**config.mk**
```make
export PLATFORM = sky130hd
export DESIGN_NAME = pcts_back
export DESIGN_NICKNAME = d
export VERILOG_FILES = /design/src/rtl/pcts_pkg.sv /design/src/rtl/pcts_div.sv /design/src/rtl/pcts_back.sv
export SDC_FILE = /design/constraint.sdc
export NUM_CORES = 2
export LEC_CHECK = 0
export BUFFER_PORTS_ARGS = -buffer_cell sky130_fd_sc_hd__buf_2
export CORE_MARGIN = 2
export CORE_UTILIZATION = 58
export DETAILED_ROUTE_END_ITERATION = 8
export PLACE_DENSITY = 0.74
export REMOVE_ABC_BUFFERS = 1
export SYNTH_ARGS = -nofsm -noshare
export SYNTH_HDL_FRONTEND = slang
export SYNTH_SLANG_ARGS = --single-unit
```
**constraint.sdc**
```tcl
create_clock -name clk -period 8.45 [get_ports clk]
set_input_delay 0.4225 -clock clk [delete_from_list [all_inputs] [get_ports clk]]
set_output_delay 0.4225 -clock clk [all_outputs]
set_load 0.005 [all_outputs]
```
**src/rtl/pcts_pkg.sv**
```systemverilog
// Package for the pixel class triangle scorer: constants, field types and the
// front-to-back queue entry. No dependencies.
package pcts_pkg;
  localparam int NUM_TRIANGLES = 11;
  localparam int COORD_BITS = 10;
  localparam int TABLE_INDEX_BITS = 8;
  localparam int TRI_SPACING = 58;
  localparam int TRI_HEIGHT = 430;
  localparam int TRI_IDX_BITS = 4;
  localparam int SUM_BITS = 32;
  localparam int POS_BITS = 24;
  localparam int FIFO_DEPTH = 4;
  localparam int FIFO_PTR_BITS = 2;

  localparam logic [1:0] REG_WIDTH = 2'd0;
  localparam logic [1:0] REG_HEIGHT = 2'd1;
  localparam logic [1:0] REG_FIRST_ROW = 2'd2;

  typedef enum logic [1:0] {
    BK_IDLE,
    BK_DIV,
    BK_EMIT
  } bk_state_t;

  // One classified pixel handed from the front part to the back part.
  typedef struct packed {
    logic [7:0]            value;
    logic [COORD_BITS-1:0] col;
    logic [COORD_BITS-1:0] half;
    logic                  active;
    logic                  frame_end;
  } pix_t;
endpackage

```
**src/rtl/pcts_div.sv**
```systemverilog
// Restoring divider, one quotient bit per cycle, for the score normalization.
// Depends on pcts_pkg.
module pcts_div import pcts_pkg::*; (
  input  logic        clk,
  input  logic        rst_n,
  input  logic        start,
  input  logic [47:0] dividend,
  input  logic [31:0] divisor,
  output logic        done,
  output logic [47:0] quotient
);
  logic [47:0] q_r;
  logic [32:0] rem_r;
  logic [5:0]  cnt_r;
  logic        busy_r;
  logic [32:0] shifted, diff;

  always_comb begin
    shifted = {rem_r[31:0], q_r[47]};
    diff = shifted - {1'b0, divisor};
  end

  // done stays high from the end of a division until the next start.
  always_ff @(posedge clk) begin
    if (!rst_n) begin
      busy_r <= 1'b0;
      cnt_r <= '0;
      done <= 1'b0;
    end else begin
      if (start) begin
        busy_r <= 1'b1;
        cnt_r <= 6'd0;
        done <= 1'b0;
      end else if (busy_r) begin
        cnt_r <= cnt_r + 1'b1;
        if (cnt_r == 6'd47) begin
          busy_r <= 1'b0;
          done <= 1'b1;
        end
      end
    end
  end

  always_ff @(posedge clk) begin
    if (start) begin
      q_r <= dividend;
      rem_r <= '0;
    end else if (busy_r) begin
      if (!diff[32]) begin
        rem_r <= diff;
        q_r <= {q_r[46:0], 1'b1};
      end else begin
        rem_r <= shifted;
        q_r <= {q_r[46:0], 1'b0};
      end
    end
  end

  assign quotient = q_r;
endmodule

```
**src/rtl/pcts_back.sv**
```systemverilog
// Back part: triangle accumulation, position count, scoring and the output word.
// Depends on pcts_pkg and pcts_div.
module pcts_back import pcts_pkg::*; (
  input  logic        clk,
  input  logic        rst_n,
  input  logic        q_empty,
  input  pix_t        q_data,
  output logic        q_pop,
  output logic        out_valid,
  input  logic        out_ready,
  output logic [4:0]  out_user,
  output logic [23:0] out_data,
  output logic        out_last
);
  bk_state_t st_r, st_nxt;
  logic [SUM_BITS-1:0] sum_r [0:NUM_TRIANGLES-1];
  logic [POS_BITS-1:0] pos_r;
  logic [TRI_IDX_BITS-1:0] tri_r, tri_nxt;
  logic ov_r, kind_r, last_r;
  logic [7:0] pv_r;
  logic [15:0] sc_r;
  logic [TRI_IDX_BITS-1:0] idx_r;
  logic div_start, div_done;
  logic [47:0] quo;
  logic [31:0] denom;
  logic [15:0] score;
  logic out_free, take, emit_score;

  assign out_free = !ov_r || out_ready;
  assign denom = 32'(pos_r) * 32'd255;
  assign score = (denom == 32'd0) ? 16'd0 : ((|quo[47:16]) ? 16'hFFFF : quo[15:0]);

  pcts_div u_div (
    .clk(clk), .rst_n(rst_n), .start(div_start),
    .dividend({sum_r[tri_r], 16'd0}), .divisor(denom),
    .done(div_done), .quotient(quo)
  );

  always_comb begin
    st_nxt = st_r;
    tri_nxt = tri_r;
    take = 1'b0;
    div_start = 1'b0;
    emit_score = 1'b0;
    case (st_r)
      BK_IDLE: begin
        if (!q_empty && out_free) begin
          take = 1'b1;
          if (q_data.frame_end) begin
            st_nxt = BK_DIV;
            tri_nxt = '0;
          end
        end
      end
      BK_DIV: begin
        div_start = 1'b1;
        st_nxt = BK_EMIT;
      end
      BK_EMIT: begin
        if (div_done && out_free) begin
          emit_score = 1'b1;
          if (tri_r == TRI_IDX_BITS'(NUM_TRIANGLES - 1)) begin
            st_nxt = BK_IDLE;
          end else begin
            tri_nxt = tri_r + 1'b1;
            st_nxt = BK_DIV;
          end
        end
      end
      default: st_nxt = BK_IDLE;
    endcase
  end

  // A finished quotient waits in the divider until the output register is free.
  always_ff @(posedge clk) begin
    if (!rst_n) begin
      st_r <= BK_IDLE;
      tri_r <= '0;
      ov_r <= 1'b0;
      pos_r <= '0;
      for (int i = 0; i < NUM_TRIANGLES; i++) sum_r[i] <= '0;
    end else begin
      st_r <= st_nxt;
      tri_r <= tri_nxt;
      if (take || emit_score) ov_r <= 1'b1;
      else if (out_ready) ov_r <= 1'b0;
      if (take && q_data.active) begin
        for (int i = 0; i < NUM_TRIANGLES; i++) begin
          if ({1'b0, q_data.col} + {1'b0, q_data.half} >= 11'(i * TRI_SPACING) &&
              {1'b0, q_data.col} < 11'(i * TRI_SPACING) + {1'b0, q_data.half})
            sum_r[i] <= sum_r[i] + SUM_BITS'(q_data.value);
        end
        if (q_data.col == '0)
          pos_r <= pos_r + POS_BITS'({q_data.half, 1'b0});
      end
      if (emit_score && tri_r == TRI_IDX_BITS'(NUM_TRIANGLES - 1)) begin
        pos_r <= '0;
        for (int i = 0; i < NUM_TRIANGLES; i++) sum_r[i] <= '0;
      end
    end
  end

  always_ff @(posedge clk) begin
    if (take) begin
      kind_r <= 1'b0;
      pv_r <= q_data.value;
      idx_r <= '0;
      sc_r <= '0;
      last_r <= !q_data.frame_end;
    end else if (emit_score) begin
      kind_r <= 1'b1;
      pv_r <= '0;
      idx_r <= tri_r;
      sc_r <= score;
      last_r <= (tri_r == TRI_IDX_BITS'(NUM_TRIANGLES - 1));
    end
  end

  assign q_pop = take;
  assign out_valid = ov_r;
  assign out_user = {idx_r, kind_r};
  assign out_data = {sc_r, pv_r};
  assign out_last = last_r;
endmodule

```
==> reports/qor.csv <==
stage;metric;value;unit
final_layout;diode count;0;
floorplan;Die ar.;0.06937;sq mm
critical_path;family with the most delay on the worst path;adder cells;
clock_network;TritonCTS Sinks;504;
critical_path;CP max FO;16;
sta;Final Hold Viols;0;
power_and_ir_drop;PwrDens;183.0;mW/mm^2
final_layout;fin util;62.95;%
sta;max-slew violation count;0;
critical_path;FF-to-FF Start;pos_r[4];
final_layout;post-route cell area;0.04212;sq mm
critical_path;Startpoint Class;flop;
clock_network;CTS tree;done;
route;drt first pass iters;8;
floorplan;core area;0.06692;sq mm
logic_synthesis;Post-synth EDFFs;393;
floorplan;initial core utilization;58.31;%
place;placed cell area;0.04018;sq mm
route;post-detailed-route DRC marker count;0;
sta;unrepaired setup endpoints after global routing;false;
clock_network;Clock Latency Late Sink;0.64;ns
global_routing;initial antenna violation count;0;
logic_synthesis;sequential area share after synthesis;35.94;%
place;post-DP HPWL;68.04;mm
logic_synthesis;Synth top cells by count;535 x nor2_1, 393 x edfxtp_1, 313 x inv_1;
clock_network;number of CTS-inserted buffers;56;
sta;Finish-stage setup viols;0;
logic_synthesis;Distinct cells, synth;91;
global_routing;vias in the first global route;28470;
route;DRT Wirelength;91.77;mm
sta;Worst Skew;0.04041;ns
floorplan;die width;263.4;um
sta;setup TNS;0;ns
route;vias;29430;
sta;minimum clock period;7.958;ns
global_routing;first-pass GRT wire length;149.6;mm
logic_synthesis;Top FF cell, synth;edfxtp_1;
critical_path;max incr delay on CP;0.55;ns
critical_path;CP Data Arrival Time;8.43;ns
floorplan;I/O pins;66;
run;Max Cap Viol;0;
sta;worst slew pin tran;1.136;ns
logic_synthesis;count leader, synth;nor2_1;
run_status;status;finished, final reports clean;
logic_synthesis;cell count after synthesis;4055;
logic_synthesis;area of the mapped netlist;0.03902;sq mm
floorplan;FP Rows;95;
sta;Slew headroom;24.09;%
sta;Hold WS;0.07096;ns
route;ANT nets after route;0;
logic_synthesis;Yosys reg bits;504;
power_and_ir_drop;leakage;17.00;nW
logic_synthesis;leading area contributor after synthesis;edfxtp_1;
clock_network;H-tree depth;2;
critical_path;crit path from;pos_r[4];
place;Place WS;0.4778;ns
global_routing;gr ovfl total;0;
critical_path;Worst Setup Path Type;reg2reg;
global_routing;global-route usage over all layers;26.34;%
final_layout;area grow syn2layout;7.945;%
logic_synthesis;async set or reset register ratio after synthesis;0;%
critical_path;Critical Path Sink Type;flop;
critical_path;worst path bufs/invs;4;
sta;worst setup margin;0.4915;ns
power_and_ir_drop;Max IR drop VDD;0.0001961;V
sta;Tcrit/Tclk final;94.18;%
min_path;Hold WC Path Type;in2reg;
logic_synthesis;Area contributors post-synth;edfxtp_1 30%, ha_1 9.1%, fa_1 6.1%;
clock_network;Worst-path clk slew;0.06;ns
min_path;Hold Crit Start;q_empty;
clock_network;CTS max path bufs;3;
route;number of DRC markers in iteration 0;2388;
route;vias per cell;5.907;
floorplan;DIE HEIGHT;263.4;um
critical_path;Data required, critical path;8.92;ns
final_layout;Layout Nets;4498;
logic_synthesis;share of the synthesized area in the top cell type;30.24;%
clock_network;root buf cell;clkbuf_16;
clock_network;Post-CTS Hold Buffers;0;
logic_synthesis;Synth Warn #;0;
place;I/O Buffers;65;
place;Placer Congestion;0.8638;
logic_synthesis;syn avg cell area;9.624;sq um
critical_path;Slowest-stage cell, CP;fa_1;
route;DR WL/cell;18.42;um
global_routing;largest net degree at the start of global routing;104;
final_layout;share of cells above drive strength 1;7.301;%
sta;FMAX;0.1257;GHz
-- sequential cells by signal, indices dropped and copies added (netlist names), named ones only --
name / count
idx_r: 4
kind_r: 1
out_last: 1
out_valid: 1
pos_r: 23
pv_r: 8
sc_r: 16
st_r: 2
sum_r: 352
tri_r: 4
u_div.busy_r: 1
u_div.cnt_r: 6
u_div.done: 1
u_div.quotient: 48
u_div.rem_r: 32
-- path summary, 6_finish.rpt --
check / slack (ns) / end / cells after the start
worst min-delay path: 0.07 / kind_r / 3
worst max-delay path: 0.49 / u_div.rem_r[29] / 30
worst max register to register: 0.49 / u_div.rem_r[29] / 30
worst min register to register: 0.44 / sc_r[4] / 2
-- worst register-to-register path, delay by kind of cell, from the launching register on --
kind                     cells  cell delay [ns]
AND/OR/NAND/NOR              6             1.20
buffers and inverters        4             0.32
AO/OA/AOI/OAI               12             2.52
flip-flops                   1             0.41
XOR/XNOR                     1             0.12
adder cells (fa/ha/maj)      7             3.21
-- cells by family after synthesis --
kind of cell	Yosys count	share of synthesized area, %
muxes	166	6.316
AOI/OAI and AO/OA	676	10.93
buffers and inverters	467	4.569
DFF	504	35.94
xor gates and xnor gates	453	10.24
and+or+nand+nor	1374	16.52
adders and majority gates	415	15.49
-- layout by cell type (no fill, tap or decap), types with 65 or more instances in the layout --
cell type and n:
dfxtp_1 106, a21oi_1 175, buf_2 65, ha_1 283, xor2_1 200, inv_1 313
nand3_1 169, nor2_1 535, xnor2_1 251, edfxtp_1 393, nand2_1 261, mux2i_1 100
a21o_1 112, o21ai_0 181, and3_1 92, fa_1 118
-- layer usage --
layer  vias to the layer above  part of all wire [%]  GRT usage, %
li1                      14200                     -             -
met5                         -                     0             0
met2                       855                    44         40.96
met1                     14260                    48         39.53
met4                         0                   1.7         5.668
met3                       113                   6.3         3.311
-- stage by stage --
stage	instances	power, W
2_1_floorplan	3902	0.004614
3_3_place_gp	4878	0.005089
3_5_place_dp	4878	0.005134
4_1_cts	4982	0.007717
5_1_grt	4982	0.008084
6_report	4982	0.007709
-- power by group --
part           switching, W  total [W]  leakage, nW  internal, W
registers          0.000277    0.00321         4.99      0.00293
logic               0.00108    0.00192         11.1     0.000835
clock network       0.00106    0.00259        0.960      0.00152
total               0.00242    0.00771         17.0      0.00529
-- cell type report --
class / count / area, sq um
inverter: 314 / 1179
clock buffer: 71 / 1562
clock inverter: 33 / 382.9
tap: 873 / 1092
fill: 5545 / 24800
timing repair buffer: 103 / 610.6
sequential: 504 / 14040
multi-input combinational: 3084 / 23260
-- repair_timing --
item / 4_1_cts / 5_1_grt
gates resized for setup: 0 / 1
buffers inserted: 0 / 0
hold endpoints to repair: 0 / 0
setup endpoints to repair: 0 / 1
Power figures use the tool's default switching activity.
