===== src/rtl/pcts_pkg.sv =====
// Package for the pixel class triangle scorer: constants, field types and the
// front-to-back queue entry. No dependencies.
package pcts_pkg;
  localparam int NUM_TRIANGLES = 11;
  localparam int COORD_BITS = 10;
  localparam int TABLE_INDEX_BITS = 8;
  localparam int TRI_SPACING = 58;
  localparam int TRI_HEIGHT = 430;
  localparam int TRI_IDX_BITS = 4;
  localparam int SUM_BITS = 32;
  localparam int POS_BITS = 24;
  localparam int FIFO_DEPTH = 4;
  localparam int FIFO_PTR_BITS = 2;

  localparam logic [1:0] REG_WIDTH = 2'd0;
  localparam logic [1:0] REG_HEIGHT = 2'd1;
  localparam logic [1:0] REG_FIRST_ROW = 2'd2;

  typedef enum logic [1:0] {
    BK_IDLE,
    BK_DIV,
    BK_EMIT
  } bk_state_t;

  // One classified pixel handed from the front part to the back part.
  typedef struct packed {
    logic [7:0]            value;
    logic [COORD_BITS-1:0] col;
    logic [COORD_BITS-1:0] half;
    logic                  active;
    logic                  frame_end;
  } pix_t;
endpackage


===== src/rtl/pcts_fifo.sv =====
// Short queue of classified pixels between front and back parts.
// Depends on pcts_pkg.
module pcts_fifo import pcts_pkg::*; (
  input  logic clk,
  input  logic rst_n,
  input  logic wr_en,
  input  pix_t wr_data,
  input  logic rd_en,
  output pix_t rd_data,
  output logic empty,
  output logic [FIFO_PTR_BITS:0] count
);
  pix_t buf_r [0:FIFO_DEPTH-1];
  logic [FIFO_PTR_BITS-1:0] wp_r, rp_r;
  logic [FIFO_PTR_BITS:0] cnt_r;

  always_ff @(posedge clk) begin
    if (wr_en) buf_r[wp_r] <= wr_data;
  end

  always_ff @(posedge clk) begin
    if (!rst_n) begin
      wp_r <= '0;
      rp_r <= '0;
      cnt_r <= '0;
    end else begin
      if (wr_en) wp_r <= wp_r + 1'b1;
      if (rd_en) rp_r <= rp_r + 1'b1;
      cnt_r <= cnt_r + (FIFO_PTR_BITS+1)'(wr_en) - (FIFO_PTR_BITS+1)'(rd_en);
    end
  end

  assign rd_data = buf_r[rp_r];
  assign empty = (cnt_r == '0);
  assign count = cnt_r;
endmodule


===== config.mk =====
export PLATFORM = sky130hd
export DESIGN_NAME = pcts_fifo
export DESIGN_NICKNAME = d
export VERILOG_FILES = /design/src/rtl/pcts_pkg.sv /design/src/rtl/pcts_fifo.sv
export SDC_FILE = /design/constraint.sdc
export NUM_CORES = 1
export LEC_CHECK = 0
export BUFFER_PORTS_ARGS = -buffer_cell sky130_fd_sc_hd__clkbuf_2
export CAP_MARGIN = 20
export CORE_MARGIN = 4
export CORE_UTILIZATION = 60
export DETAILED_ROUTE_END_ITERATION = 10
export PLACE_DENSITY = 0.82
export SYNTH_ARGS = -nofsm -noshare
export SYNTH_HDL_FRONTEND = slang
export SYNTH_SLANG_ARGS = --single-unit

===== constraint.sdc =====
create_clock -name clk -period 3.1 [get_ports clk]
set_clock_uncertainty 0.2 [all_clocks]
set_input_delay 0.62 -clock clk [delete_from_list [all_inputs] [get_ports clk]]
set_output_delay 0.62 -clock clk [all_outputs]
set_load 0.01 [all_outputs]

==> results of run 1 <==
==> registers in the layout, summed over array words and instances, names as in the netlist, named ones only <==
signal  cells
buf_r     120
count       3
rp_r        2
wp_r        2
==> per-stage QoR <==
stage	instances	util (%)	hold slack, ps
CTS	393	76.4	114
detailed placement	362	67.4	350
floorplan	198	-	299
finish	393	76.4	132
global route	393	76.4	122
global placement	362	67.4	309
==> critical path: cells and delay by family (launching register included) <==
| kind | cells | cell delay [ps] |
|---|---|---|
| DFF | 1 | 840 |
| muxes | 1 | 430 |
| buffers and inverters | 1 | 150 |
==> worst paths after layout <==
path	endpoint	cells past startpoint	slack (ps)	startpoint
min	buf_r[1][10]$_DFFE_PP_	1	130	wr_data[10]
min reg2reg	wp_r[1]$_SDFFE_PN0P_	2	380	wp_r[1]$_SDFFE_PN0P_
max reg2reg	buf_r[0][7]$_DFFE_PP_	3	1250	wp_r[0]$_SDFFE_PN0P_
max	rd_data[14]	2	340	register
==> layout make-up <==
cell class	instances	area, um2
sequential	129	3790
fill	405	1820
multi-input combinational	56	911
clock buffer	17	414
timing repair buffer	68	355
clock inverter	14	285
tap	102	128
inverter	7	26.3
==> Yosys cell counts <==
library cell | number | area share [%]
edfxtp_1 | 120 | 76
mux4_2 | 30 | 14
inv_1 | 7 | 0.55
mux2i_1 | 1 | 0.21
and2_1 | 6 | 0.79
xor3_1 | 1 | 0.50
fa_1 | 1 | 0.42
buf_6 | 3 | 0.71
xnor2_1 | 2 | 0.37
buf_2 | 3 | 0.32
ha_1 | 6 | 1.6
a21bo_2 | 1 | 0.21
nand3b_1 | 1 | 0.16
nor3_1 | 1 | 0.10
dfxtp_1 | 9 | 3.8
nor2_1 | 5 | 0.39
a21oi_1 | 1 | 0.10
==> routing by layer <==
metal  track usage [%]  up-vias  routed length, um
li1                  -      986                  -
met1              24.7     1138               3410
met2              31.5       63               4310
met3              5.89       11                415
met4              7.24        0                107
met5                 0        -                  0
==> kinds of logic (layout without fill, tap and decap cells) <==
logic type | count (synthesis) | count (layout)
flops | 129 | 129
mux | 31 | 31
simple gates | 13 | 13
buf+inv | 13 | 106
fa+ha+maj | 7 | 7
xor+xnor | 3 | 3
compound gates | 2 | 2
==> power breakdown <==
group / switching, uW / internal, uW
Combinational: 195 / 195
Clock: 697 / 1630
Sequential: 47.5 / 2000
==> results by group, run 1 <==
Critical path
  – Critical Path RT: ~2300 ps
  – Max stage delay on crit path: between 800 and 900 ps
  – Critical-path top delay cell: dfxtp_2
  – CP Max Fanout: 30
  – Worst setup path category: register to output pin
  – Worst setup SP type: register
  – Crit path capture type: output pin
  – Worst path arrival time: between 1500 and 2000 ps
  – Worst path cell trace: mux4_2 > clkbuf_2

Timing
  – Worst Setup Slack, final: ~340 ps
  – Maximum clock rate: around 360 MHz
  – Fin Setup TNS: 0 ps
  – Worst relative slew slack: a little under half
  – Unrepaired setup endpoints after global routing: false
  – Fin crit share: between 80% and 90%
  – Fin crit period: ~2800 ps
  – # setup viols final: 0
  – Endpoints failing hold: 0
  – Actual slew at the worst max-slew pin: 810 ps
  – Final slew viol count: 0

Yosys
  – Cells after Synth: just under 200
  – Post-Synth Simple-Gate Area: 1.44%
  – Post-synth net total: 239
  – Synth unique cells: 17
  – Cell area after synthesis: approximately 4800 um2
  – Xor/xnor share of the synthesized area: less than 1%
  – Yosys warnings: 0
  – Synthesized flop and latch total: about 130
  – Mean Syn Cell Area: 24.1 um2
  – Largest family of logic cells by synthesized area: multiplexers
  – Register area share after synthesis: 79.4%
  – Compound-cell area share of the yosys netlist: 0.315%
  – Multiplexer share of the synthesized area: 14.4%
  – Adder-Cell Fraction of Synth Area: between 1.5 and 2%

Floorplanning
  – Die area: between 9000 and 10000 um2
  – Die W: approximately 100 um
  – Core footprint: between 7000 and 8000 um2
  – DIE HEIGHT: between 90 and 100 um
  – Row cnt: 32
  – Initial Utilization: 61.7%
  – I/O pins: between 60 and 70

Pwr
  – Total power: approximately 4800 uW
  – Peak supply drop: about 520 uV
  – Leakage: 0.00210 uW
  – Power Density: between 800 and 900 nW/um2

Placement
  – GP Congestion: 0.698
  – Dpl hpwl: between 4000 and 5000 um
  – # port buffers: 67
  – Placed Area: about 5200 um2
  – Setup slack at placement: approximately 840 ps

Finish
  – Ratio of cells with drive above 1 in the final layout: a little under half
  – Synth-to-Final Area Change: 23.9%
  – Final instance area: 5910 um2
  – Antenna diodes: 0
  – Most frequent cells in the layout: 120 x edfxtp_1, 67 x clkbuf_2, 30 x mux4_2
  – Nets: 320
  – Most common cell after layout, fill and taps aside: edfxtp_1

Global route
  – Total GRT Usage: 19.3%
  – First-pass GRT wire length: ~13000 um
  – Initial antenna violation count: 0
  – Vias in the first global route: between 2000 and 2500
  – Gr ovfl total: 0
  – Largest net degree at the start of global routing: 31

Routing
  – Routed Antenna Nets: 0
  – First-pass DRT Iterations: 4
  – DR vias/cell: roughly 5.6
  – Iter 0 DRT Violations: around 110
  – Total Wirelength: 8240 um
  – Routed WL per cell: 21.0 um
  – DRC viols: 0
  – DR vias: 2198

Clocking
  – Resize count post-CTS: 0
  – # H-tree levels: 4
  – Reg clk slew, reported paths: around 60 ps
  – Hold buffer count at cts: 0
  – Clock sink count: between 100 and 150
  – CTS tree: done
  – Root buffer cell: clkbuf_8
  – Longest Clk Path Bufs: 2
  – Cts bufs inserted: 17
  – Setup Buffers After CTS: 0
  – Clk Latency, worst-skew pair: roughly 500 ps

Run
  – MaxCap Viol Count: 0

Worst hold path
  – Hold crit path type: input pin to register

Run status
  – Status: finished, final reports clean
Note: power is estimated with default switching activity, not from simulation.
==> run 2, diff against run 1 <==
--- a/config.mk
+++ b/config.mk
@@ -11,6 +11,7 @@
 export CORE_UTILIZATION = 60
 export DETAILED_ROUTE_END_ITERATION = 10
 export PLACE_DENSITY = 0.82
+export RECOVER_POWER = 50
 export SYNTH_ARGS = -nofsm -noshare
 export SYNTH_HDL_FRONTEND = slang
 export SYNTH_SLANG_ARGS = --single-unit
==> run 2 against run 1 <==
  * The run now ends with capacitance limit, slew limit left
  * Sequential power about the same
  * Maximum frequency about the same
  * Critical path type unchanged
  * Flip-flop and latch count unchanged
  * Combinational power down 2%
  * Cell area down 0.70%
  * Hold slack better by 37 ps
  * Power down 0.20%
  * Routed wire length up 0.13%
  * Critical path depth unchanged
  * Clock power about the same
  * Sequential share of layout area up 0.45 points
  * Non-clock buffer count unchanged
==> results by group, run 2 (synthesized netlist as in run 1, its figures left out) <==
Run status
  – Status: finished with violations
  – Failing checks: capacitance limit, slew limit

Routing
  – Routed WL per cell: about 21 um
  – Routed Antenna Nets: 0
  – DRC viols: 0
  – Total Wirelength: between 8000 and 9000 um
  – First-pass DRT Iterations: 4
  – DR vias/cell: 5.58
  – DR vias: 2192
  – Iter 0 DRT Violations: about 110

Floorplanning
  – Die area: approximately 9400 um2
  – Core footprint: approximately 7700 um2
  – I/O pins: between 60 and 70
  – Initial Utilization: about three fifths
  – DIE HEIGHT: 97.1 um
  – Die W: around 97 um
  – Row cnt: 32

Finish
  – Antenna diodes: 0
  – Final core utilization: around three quarters
  – Largest register by flop count: buf_r
  – Ratio of cells with drive above 1 in the final layout: around a third
  – Synth-to-Final Area Change: 23.1%
  – Final instance area: between 5000 and 6000 um2
  – Most common cell after layout, fill and taps aside: edfxtp_1
  – Nets: between 300 and 400
  – Flip-flop count of the largest register after layout: 120
  – Most frequent cells in the layout: 120 x edfxtp_1, 35 x clkbuf_2, 32 x clkbuf_1

Placement
  – # port buffers: 67
  – Placed Area: approximately 5200 um2
  – GP Congestion: 0.698
  – Dpl hpwl: between 4000 and 5000 um

Clocking
  – Setup Buffers After CTS: 0
  – Root buffer cell: clkbuf_8
  – Longest Clk Path Bufs: 2
  – Resize count post-CTS: 0
  – Hold buffer count at cts: 0
  – Reg clk slew, reported paths: roughly 60 ps
  – Clk Latency, worst-skew pair: roughly 500 ps
  – Cts bufs inserted: 17
  – # H-tree levels: 4
  – Clock sink count: approximately 130
  – CTS tree: done

Timing
  – Maximum clock rate: around 360 MHz
  – # setup viols final: 0
  – Fin crit period: roughly 2800 ps
  – Unrepaired setup endpoints after global routing: false
  – Final slew viol count: 31
  – Endpoints failing hold: 0
  – Fin Setup TNS: 0 ps
  – Actual slew at the worst max-slew pin: between 1500 and 2000 ps
  – Worst relative slew slack: -1.23%
  – Fin crit share: between 80 and 90%

Critical path
  – R2r endpoint: buf_r[1][7]$_DFFE_PP_
  – Reg2reg path depth: 2
  – Critical-path top delay cell: dfxtp_2
  – Worst r2r src: wp_r[0]$_SDFFE_PN0P_
  – Max stage delay on crit path: ~840 ps
  – CP Max Fanout: 30
  – Crit path capture: rd_data[4]
  – Critical Path RT: roughly 2300 ps
  – Worst path arrival time: approximately 1900 ps
  – Worst path cell trace: mux4_2 > clkbuf_2
  – Reg2reg setup slack: between 700 and 800 ps
  – Worst setup path category: register to output pin
  – Worst setup SP type: register
  – Crit path capture type: output pin

Global route
  – Gr ovfl total: 0
  – First-pass GRT wire length: roughly 13000 um
  – Initial antenna violation count: 0
  – Largest net degree at the start of global routing: 31
  – Total GRT Usage: roughly a fifth
  – Vias in the first global route: approximately 2400

Pwr
  – Peak supply drop: roughly 520 uV
  – Power Density: between 800 and 900 nW/um2
  – Leakage: 0.00200 uW

Worst hold path
  – Hold crit path type: input pin to register

Run
  – MaxCap Viol Count: 1
[run 2: changes by cell type in the layout (fill, tap and decap cells not counted)]
cell / change
clkbuf_2: -32
and2_0: +2
and2_1: -1
clkbuf_1: +32
and2_2: -1
[run 2: worst min-delay path by stage]
stage | from | to | slack (ps) | cells after the start
finish | rst_n | count[0]$_SDFF_PN0_ | 170 | 2
global route | rst_n | count[0]$_SDFF_PN0_ | 180 | 2
CTS | wr_data[15] | buf_r[1][15]$_DFFE_PP_ | 110 | 1
detailed placement | rp_r[0]$_SDFFE_PN0P_ | register | 350 | 2
global placement | rp_r[1]$_SDFFE_PN0P_ | register | 310 | 2
floorplan | rp_r[1]$_SDFFE_PN0P_ | register | 300 | 2
[run 2: where the power goes]
part	internal [uW]	total, uW	leakage, uW	switching, uW
registers	2000	2050	0.00118	47.3
clock network	1630	2320	0.000332	695
logic	187	382	0.000491	195
[run 2: worst max-delay path, delay by kind of cell, from the launching register on]
| kind | cells | cell delay, ps |
|---|---|---|
| buffers and inverters | 1 | 150 |
| flip-flops | 1 | 840 |
| multiplexers | 1 | 430 |
[run 2: area by class of cell]
cell class	count	area [um2]
clock inverter	14	285
sequential	129	3790
timing repair buffer	68	315
tap	102	128
inverter	7	26.3
clock buffer	17	414
fill	424	1860
multi-input combinational	56	910
[run 2: metrics by stage]
| step | setup slack (ps) | power, uW | hold WS, ps | std cells |
|---|---|---|---|---|
| 5_1_grt | 226 | 4920 | 184 | 393 |
| 2_1_floorplan | 1120 | 2320 | 299 | 198 |
| 3_5_place_dp | 836 | 2480 | 350 | 362 |
| 3_3_place_gp | 846 | 2460 | 309 | 362 |
| 4_1_cts | 297 | 4800 | 114 | 393 |
| 6_report | 341 | 4760 | 169 | 393 |
[run 2: per-layer routing]
metal  track usage, %  part of all wire (%)  vias up
met5                0                     0        -
met4             7.24                   1.1        0
met3             5.89                   5.6        8
met2             31.5                    52       73
met1             24.7                    41     1128
li1                 -                     -      983
==> run 3, diff against run 2 <==
--- a/config.mk
+++ b/config.mk
@@ -8,9 +8,10 @@
 export BUFFER_PORTS_ARGS = -buffer_cell sky130_fd_sc_hd__clkbuf_2
 export CAP_MARGIN = 20
 export CORE_MARGIN = 4
-export CORE_UTILIZATION = 60
+export CORE_UTILIZATION = 51
 export DETAILED_ROUTE_END_ITERATION = 10
-export PLACE_DENSITY = 0.82
+export MAX_ROUTING_LAYER = met4
+export PLACE_DENSITY = 0.74
 export RECOVER_POWER = 50
 export SYNTH_ARGS = -nofsm -noshare
 export SYNTH_HDL_FRONTEND = slang
==> constraint.sdc (replaced) <==
create_clock -name clk -period 2.3 [get_ports clk]
set_clock_uncertainty 0.2 [all_clocks]
set_input_delay 0.46 -clock clk [delete_from_list [all_inputs] [get_ports clk]]
set_output_delay 0.46 -clock clk [all_outputs]
set_load 0.01 [all_outputs]
==> run 3 against run 2 <==
  * The run ends with setup timing left
  * First-iteration DRC count decreased by 3.8%
  * Register-to-register slack got worse by 350 ps
  * Sequential power increased by 34%
  * Hold slack got worse by 77 ps
  * Via count increased by 6.7%
  * Routed wire length decreased by 2.0%
  * Critical path type unchanged
  * Critical endpoint is now rd_data[27]
  * Largest cell class unchanged
==> results by group, run 3 (synthesized netlist as in run 1, its figures left out) <==
Run status
  – Status: finished with violations
  – Failing checks: setup timing

Finish
  – Register Area: between 3000 and 4000 um2
  – Nets: approximately 360
  – Largest register by flop count: buf_r
  – Most common cell after layout, fill and taps aside: edfxtp_1
  – Ratio of cells with drive above 1 in the final layout: 35.1%
  – Final core utilization: 67.6%
  – Antenna diodes: 0
  – Fill cells: 588
  – Synth-to-Final Area Change: 29.8%
  – Multi-input logic area: ~900 um2
  – Most frequent cells in the layout: 120 x edfxtp_1, 36 x clkbuf_2, 31 x dlygate4sd3_1, 31 x clkbuf_1, 30 x mux4_2
  – Flip-flop count of the largest register after layout: 120

Floorplanning
  – DIE HEIGHT: about 100 um
  – Die W: roughly 100 um
  – Die area: approximately 11000 um2
  – I/O pins: between 60 and 70
  – Core footprint: ~9200 um2
  – Row cnt: 35
  – Initial Utilization: between 50 and 60%

Critical path
  – Worst path cell trace: clkbuf_16 > mux4_2 > clkbuf_2
  – Reg2reg setup slack: ~440 ps
  – Crit path max-delay family: multiplexers
  – Critical-path top delay cell: mux4_2
  – Buf/Inv on CP: 2
  – Max stage delay on crit path: approximately 500 ps
  – Critical Path RT: approximately 1600 ps
  – CP Max Fanout: 8
  – Worst r2r src: count[0]$_SDFF_PN0_
  – Crit path capture type: output pin
  – Worst setup path category: register to output pin
  – R2r endpoint: count[2]$_SDFF_PN0_
  – Worst setup SP type: register
  – Worst path arrival time: 1770 ps
  – Reg2reg path depth: 7

Routing
  – DRC viols: 0
  – DR vias/cell: 5.23
  – Routed WL per cell: around 18 um
  – Iter 0 DRT Violations: slightly above 100
  – Routed Antenna Nets: 0
  – Total Wirelength: about 8000 um
  – First-pass DRT Iterations: 4
  – DR vias: about 2300

Clocking
  – Root buffer cell: clkbuf_8
  – Cts bufs inserted: 17
  – Reg clk slew, reported paths: around 60 ps
  – Setup Buffers After CTS: 0
  – CTS tree: done
  – Clk Latency, worst-skew pair: slightly above 500 ps
  – Clock sink count: about 130
  – # H-tree levels: 4
  – Longest Clk Path Bufs: 2

Global route
  – Largest net degree at the start of global routing: 22
  – Vias in the first global route: 2545
  – Initial antenna violation count: 0
  – First-pass GRT wire length: ~13000 um
  – Total GRT Usage: 16.4%
  – Gr ovfl total: 0

Worst hold path
  – Hold crit path type: input pin to register
  – HP Start: rd_en
  – Worst hold stages: 3

Pwr
  – Power Density: ~930 nW/um2
  – Leakage: roughly 0.0022 uW
  – Peak supply drop: 662 uV

Placement
  – GP Congestion: approximately 0.73
  – Dpl hpwl: 4880 um
  – # port buffers: 67

Timing
  – Maximum clock rate: 411 MHz
  – Worst relative slew slack: 74.3%
  – Unrepaired setup endpoints after global routing: true
  – Actual slew at the worst max-slew pin: 385 ps
  – Final slew viol count: 0
  – # setup viols final: 30
  – Worst Setup Slack, final: -130 ps
  – Fin crit period: ~2400 ps
  – Fin crit share: 106%
  – Endpoints failing hold: 0
  – Fin Setup TNS: -3140 ps

Run
  – MaxCap Viol Count: 0
==> run 3: worst max path at each step <==
| stage | start | to | cells after the start |
|---|---|---|---|
| after CTS | register | rd_data[12] | 3 |
| after floorplan | wp_r[0]$_SDFFE_PN0P_ | buf_r[2][0]$_DFFE_PP_ | 3 |
| after detailed placement | rd_en | count[2]$_SDFF_PN0_ | 7 |
| after global routing | register | rd_data[16] | 3 |
| after global placement | register | rd_data[23] | 3 |
| final | register | rd_data[27] | 3 |
==> run 3: final cells by class <==
type                       instances  area share, %
multi-input combinational         56           14.7
clock inverter                    15           2.17
timing repair buffer             112           12.5
clock buffer                      17           6.70
sequential                       129           61.3
inverter                           7          0.425
tap                              111           2.25
==> run 3: through the flow <==
step | std cells | instance area [um2] | setup WS [ps] | total power, uW | hold slack [ps]
2_1_floorplan | 198 | 4760 | 423 | 3120 | 299
3_3_place_gp | 382 | 5300 | 313 | 3340 | 314
3_5_place_dp | 382 | 5300 | 259 | 3360 | 335
4_1_cts | 445 | 6170 | -153 | 5830 | 64.4
5_1_grt | 447 | 6180 | -210 | 6020 | 90.4
6_report | 447 | 6180 | -130 | 5770 | 92.6
==> run 3: per-layer routing <==
metal / wire length [um] / vias to the layer above / GRT usage [%]
met1: 3530 / 1199 / 20.2
met5: 0 / - / -
li1: - / 1071 / -
met2: 4110 / 60 / 25.2
met3: 341 / 8 / 5.25
met4: 107 / 0 / 7.22
==> run 3: timing repair <==
action                     CTS  global route
hold endpoints to repair   122             0
gates cloned                 0             2
gates resized for setup      2             2
hold buffers                31             0
setup endpoints to repair   30            30
==> run 3: tightest hold or removal path, cell delays in order <==
cell and delay, ps:
clkbuf_2 120, nand3b_1 90, a21oi_1 80
==> run 3: report_power, final <==
part	total [uW]	internal, uW	switching (uW)
logic	618	325	292
registers	2740	2700	46.0
clock network	2410	1440	972
total	5770	4460	1310
